$ cat src/hw/rtl/sm4_pkg.sv
// ----------------------------------------------------------------------------
// SM4 package
// S-box, system parameters, round constants and the round functions used by
// the key schedule and by the data pipeline.
// ----------------------------------------------------------------------------
package sm4_pkg;

  localparam int unsigned WordW   = 32;
  localparam int unsigned BlockW  = 128;
  localparam int unsigned HalfW   = 64;
  localparam int unsigned NRounds = 32;
  localparam int unsigned RkIdxW  = 5;

  typedef logic [WordW-1:0] word_t;
  typedef logic [HalfW-1:0] half_t;

  typedef enum logic {
    CMD_ENCRYPT = 1'b0,
    CMD_DECRYPT = 1'b1
  } cmd_e;

  typedef enum logic [0:0] {
    REG_KEY_HIGH = 1'b0,
    REG_KEY_LOW  = 1'b1
  } reg_idx_e;

  localparam logic [7:0] SBOX [256] = '{
    8'hd6,8'h90,8'he9,8'hfe,8'hcc,8'he1,8'h3d,8'hb7,8'h16,8'hb6,8'h14,8'hc2,8'h28,8'hfb,8'h2c,8'h05,
    8'h2b,8'h67,8'h9a,8'h76,8'h2a,8'hbe,8'h04,8'hc3,8'haa,8'h44,8'h13,8'h26,8'h49,8'h86,8'h06,8'h99,
    8'h9c,8'h42,8'h50,8'hf4,8'h91,8'hef,8'h98,8'h7a,8'h33,8'h54,8'h0b,8'h43,8'hed,8'hcf,8'hac,8'h62,
    8'he4,8'hb3,8'h1c,8'ha9,8'hc9,8'h08,8'he8,8'h95,8'h80,8'hdf,8'h94,8'hfa,8'h75,8'h8f,8'h3f,8'ha6,
    8'h47,8'h07,8'ha7,8'hfc,8'hf3,8'h73,8'h17,8'hba,8'h83,8'h59,8'h3c,8'h19,8'he6,8'h85,8'h4f,8'ha8,
    8'h68,8'h6b,8'h81,8'hb2,8'h71,8'h64,8'hda,8'h8b,8'hf8,8'heb,8'h0f,8'h4b,8'h70,8'h56,8'h9d,8'h35,
    8'h1e,8'h24,8'h0e,8'h5e,8'h63,8'h58,8'hd1,8'ha2,8'h25,8'h22,8'h7c,8'h3b,8'h01,8'h21,8'h78,8'h87,
    8'hd4,8'h00,8'h46,8'h57,8'h9f,8'hd3,8'h27,8'h52,8'h4c,8'h36,8'h02,8'he7,8'ha0,8'hc4,8'hc8,8'h9e,
    8'hea,8'hbf,8'h8a,8'hd2,8'h40,8'hc7,8'h38,8'hb5,8'ha3,8'hf7,8'hf2,8'hce,8'hf9,8'h61,8'h15,8'ha1,
    8'he0,8'hae,8'h5d,8'ha4,8'h9b,8'h34,8'h1a,8'h55,8'had,8'h93,8'h32,8'h30,8'hf5,8'h8c,8'hb1,8'he3,
    8'h1d,8'hf6,8'he2,8'h2e,8'h82,8'h66,8'hca,8'h60,8'hc0,8'h29,8'h23,8'hab,8'h0d,8'h53,8'h4e,8'h6f,
    8'hd5,8'hdb,8'h37,8'h45,8'hde,8'hfd,8'h8e,8'h2f,8'h03,8'hff,8'h6a,8'h72,8'h6d,8'h6c,8'h5b,8'h51,
    8'h8d,8'h1b,8'haf,8'h92,8'hbb,8'hdd,8'hbc,8'h7f,8'h11,8'hd9,8'h5c,8'h41,8'h1f,8'h10,8'h5a,8'hd8,
    8'h0a,8'hc1,8'h31,8'h88,8'ha5,8'hcd,8'h7b,8'hbd,8'h2d,8'h74,8'hd0,8'h12,8'hb8,8'he5,8'hb4,8'hb0,
    8'h89,8'h69,8'h97,8'h4a,8'h0c,8'h96,8'h77,8'h7e,8'h65,8'hb9,8'hf1,8'h09,8'hc5,8'h6e,8'hc6,8'h84,
    8'h18,8'hf0,8'h7d,8'hec,8'h3a,8'hdc,8'h4d,8'h20,8'h79,8'hee,8'h5f,8'h3e,8'hd7,8'hcb,8'h39,8'h48
  };

  localparam word_t FK [4] = '{32'ha3b1bac6, 32'h56aa3350, 32'h677d9197, 32'hb27022dc};

  // Byte j of round constant i is (4*i + j) * 7 mod 256.
  function automatic word_t round_const(input logic [RkIdxW-1:0] idx);
    logic [7:0] b0, b1, b2, b3, base;
    base = {idx, 2'b00};
    b0 = 8'((base + 8'd0) * 8'd7);
    b1 = 8'((base + 8'd1) * 8'd7);
    b2 = 8'((base + 8'd2) * 8'd7);
    b3 = 8'((base + 8'd3) * 8'd7);
    return {b0, b1, b2, b3};
  endfunction

  function automatic word_t sub_word(input word_t x);
    return {SBOX[x[31:24]], SBOX[x[23:16]], SBOX[x[15:8]], SBOX[x[7:0]]};
  endfunction

  function automatic word_t rotl(input word_t x, input int unsigned n);
    return (x << n) | (x >> (WordW - n));
  endfunction

  function automatic word_t key_mix(input word_t x);
    word_t b;
    b = sub_word(x);
    return b ^ rotl(b, 13) ^ rotl(b, 23);
  endfunction

  function automatic word_t data_mix(input word_t x);
    word_t b;
    b = sub_word(x);
    return b ^ rotl(b, 2) ^ rotl(b, 10) ^ rotl(b, 18) ^ rotl(b, 24);
  endfunction

endpackage

$ cat src/hw/rtl/sm4_key_sched.sv
// ----------------------------------------------------------------------------
// SM4 key schedule
// Expands the key registers into 32 round keys, one key word per cycle.
// A new key restarts the expansion; keys_ok_o rises when all are ready.
// ----------------------------------------------------------------------------
module sm4_key_sched (
  input  logic                    clk_i,
  input  logic                    rst_ni,
  input  logic                    restart_i,
  input  logic [127:0]            key_i,
  output logic                    keys_ok_o,
  output sm4_pkg::word_t          rk_o [sm4_pkg::NRounds]
);

  sm4_pkg::word_t                 k_q [4];
  sm4_pkg::word_t                 k_d [4];
  sm4_pkg::word_t                 rk_q [sm4_pkg::NRounds];
  logic [sm4_pkg::RkIdxW:0]       cnt_q, cnt_d;
  sm4_pkg::word_t                 nxt;

  assign nxt = k_q[0] ^ sm4_pkg::key_mix(k_q[1] ^ k_q[2] ^ k_q[3] ^
               sm4_pkg::round_const(cnt_q[sm4_pkg::RkIdxW-1:0]));

  always_comb begin
    k_d   = k_q;
    cnt_d = cnt_q;
    if (restart_i) begin
      for (int i = 0; i < 4; i++) begin
        k_d[i] = key_i[127-32*i -: 32] ^ sm4_pkg::FK[i];
      end
      cnt_d = '0;
    end else if (!cnt_q[sm4_pkg::RkIdxW]) begin
      k_d   = '{k_q[1], k_q[2], k_q[3], nxt};
      cnt_d = cnt_q + 1'b1;
    end
  end

  always_ff @(posedge clk_i or negedge rst_ni) begin
    if (!rst_ni) begin
      cnt_q <= '0;
      for (int i = 0; i < 4; i++) begin
        k_q[i] <= sm4_pkg::FK[i];
      end
    end else begin
      cnt_q <= cnt_d;
      k_q   <= k_d;
    end
  end

  always_ff @(posedge clk_i) begin
    if (!restart_i && !cnt_q[sm4_pkg::RkIdxW]) begin
      rk_q[cnt_q[sm4_pkg::RkIdxW-1:0]] <= nxt;
    end
  end

  assign keys_ok_o = cnt_q[sm4_pkg::RkIdxW];
  assign rk_o      = rk_q;

endmodule

$ cat config.mk
export PLATFORM = sky130hd
export DESIGN_NAME = sm4_key_sched
export DESIGN_NICKNAME = d
export VERILOG_FILES = /design/src/hw/rtl/sm4_pkg.sv /design/src/hw/rtl/sm4_key_sched.sv
export SDC_FILE = /design/constraint.sdc
export NUM_CORES = 2
export LEC_CHECK = 0
export BUFFER_PORTS_ARGS = -buffer_cell sky130_fd_sc_hd__buf_2
export CAP_MARGIN = 20
export CORE_AREA = 2 2 446 448
export CTS_CLUSTER_DIAMETER = 150
export DETAILED_ROUTE_END_ITERATION = 8
export DIE_AREA = 0 0 448 450
export SLEW_MARGIN = 20
export SYNTH_ARGS = -nofsm -noshare
export SYNTH_HDL_FRONTEND = slang
export SYNTH_SLANG_ARGS = --single-unit
$ cat constraint.sdc
create_clock -name clk_i -period 14.84 [get_ports clk_i]
set_input_delay 0.742 -clock clk_i [delete_from_list [all_inputs] [get_ports clk_i]]
set_output_delay 0.742 -clock clk_i [all_outputs]
set_load 0.02 [all_outputs]
==> reports/summary.txt <==
CTS
------------------------------------------------------------------------------
Total CTS buffers                                                          120
H-tree levels                                                                3
Post-cts gate resize count                                                   0
Clock sink count                                                          1158
TritonCTS clock tree                                                       yes
Clock-pin slew on the worst setup and hold paths                         70 ps
Worst-Skew Late Latency                                                 820 ps
Max Buffers Root-to-Sink                                                     3
Post-CTS setup repair buffer count                                           0
Master cell of the clock root buffer                              sky130_fd_sc_hd__clkbuf_16
Hold buffer count at CTS                                                     1

TIMING
------------------------------------------------------------------------------
Final slew viol count                                                        0
Setup Total Neg Slack                                                     0 ps
Period utilization                                                      49.57%
Least-Margin Pin Slew                                                  1245 ps
Worst-case hold slack                                                 80.10 ps
Slew Limit Headroom                                                     16.69%
Maximum clock rate                                                   136.0 MHz
Final setup vio count                                                        0
Time the worst path needs with I/O delays and setup                    7356 ps
Unrepaired setup endpoints after global routing                          false
Worst clock skew                                                      52.13 ps
Fin. Hold Viols                                                              0

LAYOUT
------------------------------------------------------------------------------
Area added between synthesis and finish                                 27.42%
Number of filler instances in the final layout                           19640
Total Nets Final                                                          5418
Fraction of layout cells with a size suffix above 1                     32.24%

LOGIC SYNTHESIS
------------------------------------------------------------------------------
Post-synthesis instance area                                       0.05188 mm²
Post-synthesis cell count                                                 4084
Avg Synthesized Cell Area                                            12.70 µm²
Number of flops mapped to enable cells by yosys                           1024
Largest cells by area after synthesis                             sky130_fd_sc_hd__edfxtp_1 (59%), sky130_fd_sc_hd__dfrtp_1 (3.4%), sky130_fd_sc_hd__dfstp_2 (3.2%), sky130_fd_sc_hd__o21ai_0 (2.8%), sky130_fd_sc_hd__nand2_1 (2.7%)
Post-synth ARST share                                                   11.57%
Synth Register Bits                                                       1158
Dominant synthesized flop cell                                    sky130_fd_sc_hd__edfxtp_1
Distinct cell type count after synthesis                                    88
Number of warnings issued by yosys                                           0
Syn Nets                                                                  4268
Yosys top cell by area                                            sky130_fd_sc_hd__edfxtp_1
Share of Yosys cell area claimed by the top area cell type              59.27%
Sequential-to-total area share from yosys stat                          65.89%

SETUP PATH
------------------------------------------------------------------------------
Slowest cell delay on critical path                                     880 ps
Nature of the critical path startpoint                               flip-flop
Critical Path, Cell by Cell                                       inv_1 -> ha_1 -> xnor2_1 -> xor2_4 -> buf_4 -> buf_4 -> nand2_1 -> a311oi_1 -> a2111oi_0 -> a2111oi_2 -> xnor3_1 -> xnor2_2 -> buf_4
Required time of the critical path                                    15350 ps
Register-to-Register Path Depth                                             13
Crit path top cell by count                                       sky130_fd_sc_hd__buf_4
Critical path fanouts, max                                                  45
Worst R2R Setup Slack                                                  7480 ps
WP data arrival                                                        7870 ps
Buffering stage count on the worst path with inverters included              4
Crit. End Element                                                    flip-flop
Critical path's top delay family                                  XOR/XNOR gates
Number of cells on the critical path                                        13
Start-to-end type of the worst setup path                           reg -> reg
Slowest library cell on the worst path                            sky130_fd_sc_hd__dfrtp_1

ROUTE
------------------------------------------------------------------------------
DRT Pass-1 Iters                                                             8
Iteration-0 DRC count of the detailed router                              6080
Remaining antenna violation count                                            0
Vias                                                                     44330
Average vias per placed instance                                         5.543
Drt drc                                                                      0
Average routed wire per standard cell                                 33.73 µm
Total Routed Length                                                  269800 µm

MIN PATH
------------------------------------------------------------------------------
Min-Delay Path Depth                                                         2
Worst min path class                                                 in -> reg

FLOORPLANNING
------------------------------------------------------------------------------
Initial cell density of the core                                        26.39%
Die area                                                            0.2016 mm²
Count of pins on the block boundary                                       1156
Row Count                                                                  163
Area of the core                                                    0.1966 mm²
Height of the die                                                       450 µm
Die Wd                                                                  448 µm

RUN
------------------------------------------------------------------------------
Number of violations of the max-capacitance limit                            0

GRT
------------------------------------------------------------------------------
First-pass GRT wire length                                           361100 µm
Vias in the first global route                                           41460
Remaining global-route overflow                                              0
Antenna violations before repair                                            56
Largest net degree at the start of global routing                           78
Overall fraction of global-route tracks in use                          25.66%

PLACED DESIGN
------------------------------------------------------------------------------
Post-DP HPWL                                                         187300 µm
Buffers on Ports                                                          1155
Routability Congestion                                                  0.9915

RUN STATUS
------------------------------------------------------------------------------
Status                                                               completed

registers in the layout, indices dropped and copies added, names as in the netlist:
name	cells
rk_o	1024
k_q	128
cnt_q	6
metrics by stage:
stage,utilization [%],setup slack [ps],area [µm²],std cells
global placement,31.49,7636,61910,7748
detailed placement,31.50,7724,61930,7750
floorplan,-,9265,51880,4084
CTS,33.59,7728,66030,7974
finish,33.63,7484,66110,7998
global route,33.62,7411,66090,7990
cells in the final DEF (no fill, tap or decap), types with 39 or more instances in the layout:
| master | instances |
|---|---|
| sky130_fd_sc_hd__clkbuf_16 | 123 |
| sky130_fd_sc_hd__nand2_1 | 369 |
| sky130_fd_sc_hd__nor3_1 | 88 |
| sky130_fd_sc_hd__nand3_1 | 93 |
| sky130_fd_sc_hd__a31oi_1 | 68 |
| sky130_fd_sc_hd__dfrtp_1 | 69 |
| sky130_fd_sc_hd__nor2_1 | 289 |
| sky130_fd_sc_hd__xnor2_1 | 91 |
| sky130_fd_sc_hd__mux2i_1 | 66 |
| sky130_fd_sc_hd__ha_1 | 46 |
| sky130_fd_sc_hd__a21oi_1 | 255 |
| sky130_fd_sc_hd__a211oi_1 | 115 |
| sky130_fd_sc_hd__edfxtp_1 | 1024 |
| sky130_fd_sc_hd__a311oi_1 | 39 |
| sky130_fd_sc_hd__dfstp_2 | 64 |
| sky130_fd_sc_hd__o211ai_1 | 56 |
| sky130_fd_sc_hd__nor2b_1 | 54 |
| sky130_fd_sc_hd__buf_4 | 183 |
| sky130_fd_sc_hd__o21ai_0 | 291 |
| sky130_fd_sc_hd__xnor2_2 | 40 |
| sky130_fd_sc_hd__buf_2 | 1155 |
layout make-up:
cell class / count / area (µm²) / share of cell area [%]
Inverter: 25 / 95.09 / 0.1438
Multi-Input combinational cell: 2588 / 17190 / 26.01
Clock buffer: 140 / 3152 / 4.767
Tap cell: 2640 / 3303 / 4.996
Sequential cell: 1158 / 34190 / 51.71
Timing Repair Buffer: 1341 / 7187 / 10.87
Clock inverter: 83 / 935.9 / 1.416
Antenna cell: 23 / 57.56 / 0.08706
Yosys cell counts (21+ instances only):
| cell type | count |
|---|---|
| sky130_fd_sc_hd__buf_2 | 47 |
| sky130_fd_sc_hd__dfrtp_1 | 70 |
| sky130_fd_sc_hd__edfxtp_1 | 1024 |
| sky130_fd_sc_hd__a211oi_1 | 115 |
| sky130_fd_sc_hd__o211ai_1 | 56 |
| sky130_fd_sc_hd__ha_1 | 46 |
| sky130_fd_sc_hd__nor2b_1 | 54 |
| sky130_fd_sc_hd__clkbuf_1 | 211 |
| sky130_fd_sc_hd__a221oi_1 | 24 |
| sky130_fd_sc_hd__xnor2_1 | 133 |
| sky130_fd_sc_hd__a32oi_1 | 21 |
| sky130_fd_sc_hd__a2111oi_0 | 26 |
| sky130_fd_sc_hd__a31oi_1 | 68 |
| sky130_fd_sc_hd__nand2_1 | 369 |
| sky130_fd_sc_hd__nand4_1 | 30 |
| sky130_fd_sc_hd__dfstp_2 | 64 |
| sky130_fd_sc_hd__nand3_1 | 93 |
| sky130_fd_sc_hd__o21ai_0 | 291 |
| sky130_fd_sc_hd__a311oi_1 | 40 |
| sky130_fd_sc_hd__nor2_1 | 322 |
| sky130_fd_sc_hd__xor2_1 | 50 |
| sky130_fd_sc_hd__o2111ai_1 | 28 |
| sky130_fd_sc_hd__nor3_1 | 89 |
| sky130_fd_sc_hd__o311ai_0 | 38 |
| sky130_fd_sc_hd__mux2i_1 | 66 |
| sky130_fd_sc_hd__o221ai_1 | 32 |
| sky130_fd_sc_hd__nor4_1 | 27 |
| sky130_fd_sc_hd__inv_1 | 21 |
| sky130_fd_sc_hd__buf_1 | 45 |
| sky130_fd_sc_hd__a21oi_1 | 255 |
| sky130_fd_sc_hd__o22ai_1 | 29 |
cell families after synthesis:
group | synth area share (%)
simple gates | 9.019
mux | 1.317
xor+xnor | 4.293
flops | 65.89
fa+ha+maj | 1.399
compound gates | 15.47
buf+inv | 2.621
metal layers:
metal / part of all wire, % / routed length (µm) / vias to the layer above / global-route usage (%)
li1: - / - / 18110 / -
met5: 0.024 / 65 / - / 0
met3: 9.2 / 24900 / 705 / 5.631
met2: 47 / 125900 / 3172 / 41.25
met4: 7.7 / 20690 / 10 / 16.89
met1: 36 / 98220 / 22330 / 30.85
path summary, 6_finish.rpt:
path	start	end
worst max-delay path	cnt_q[0]	rk_o[296]
worst min-delay path	key_i[119]	k_q[119]
worst max register to register	cnt_q[0]	rk_o[296]
worst min register to register	k_q[6]	k_q[6]
max in group asynchronous	rst_ni	cnt_q[5]
min in group asynchronous	rst_ni	k_q[80]
Power is not shown: default switching activity piles up to over one toggle a cycle in this logic, so the estimate is an artifact.
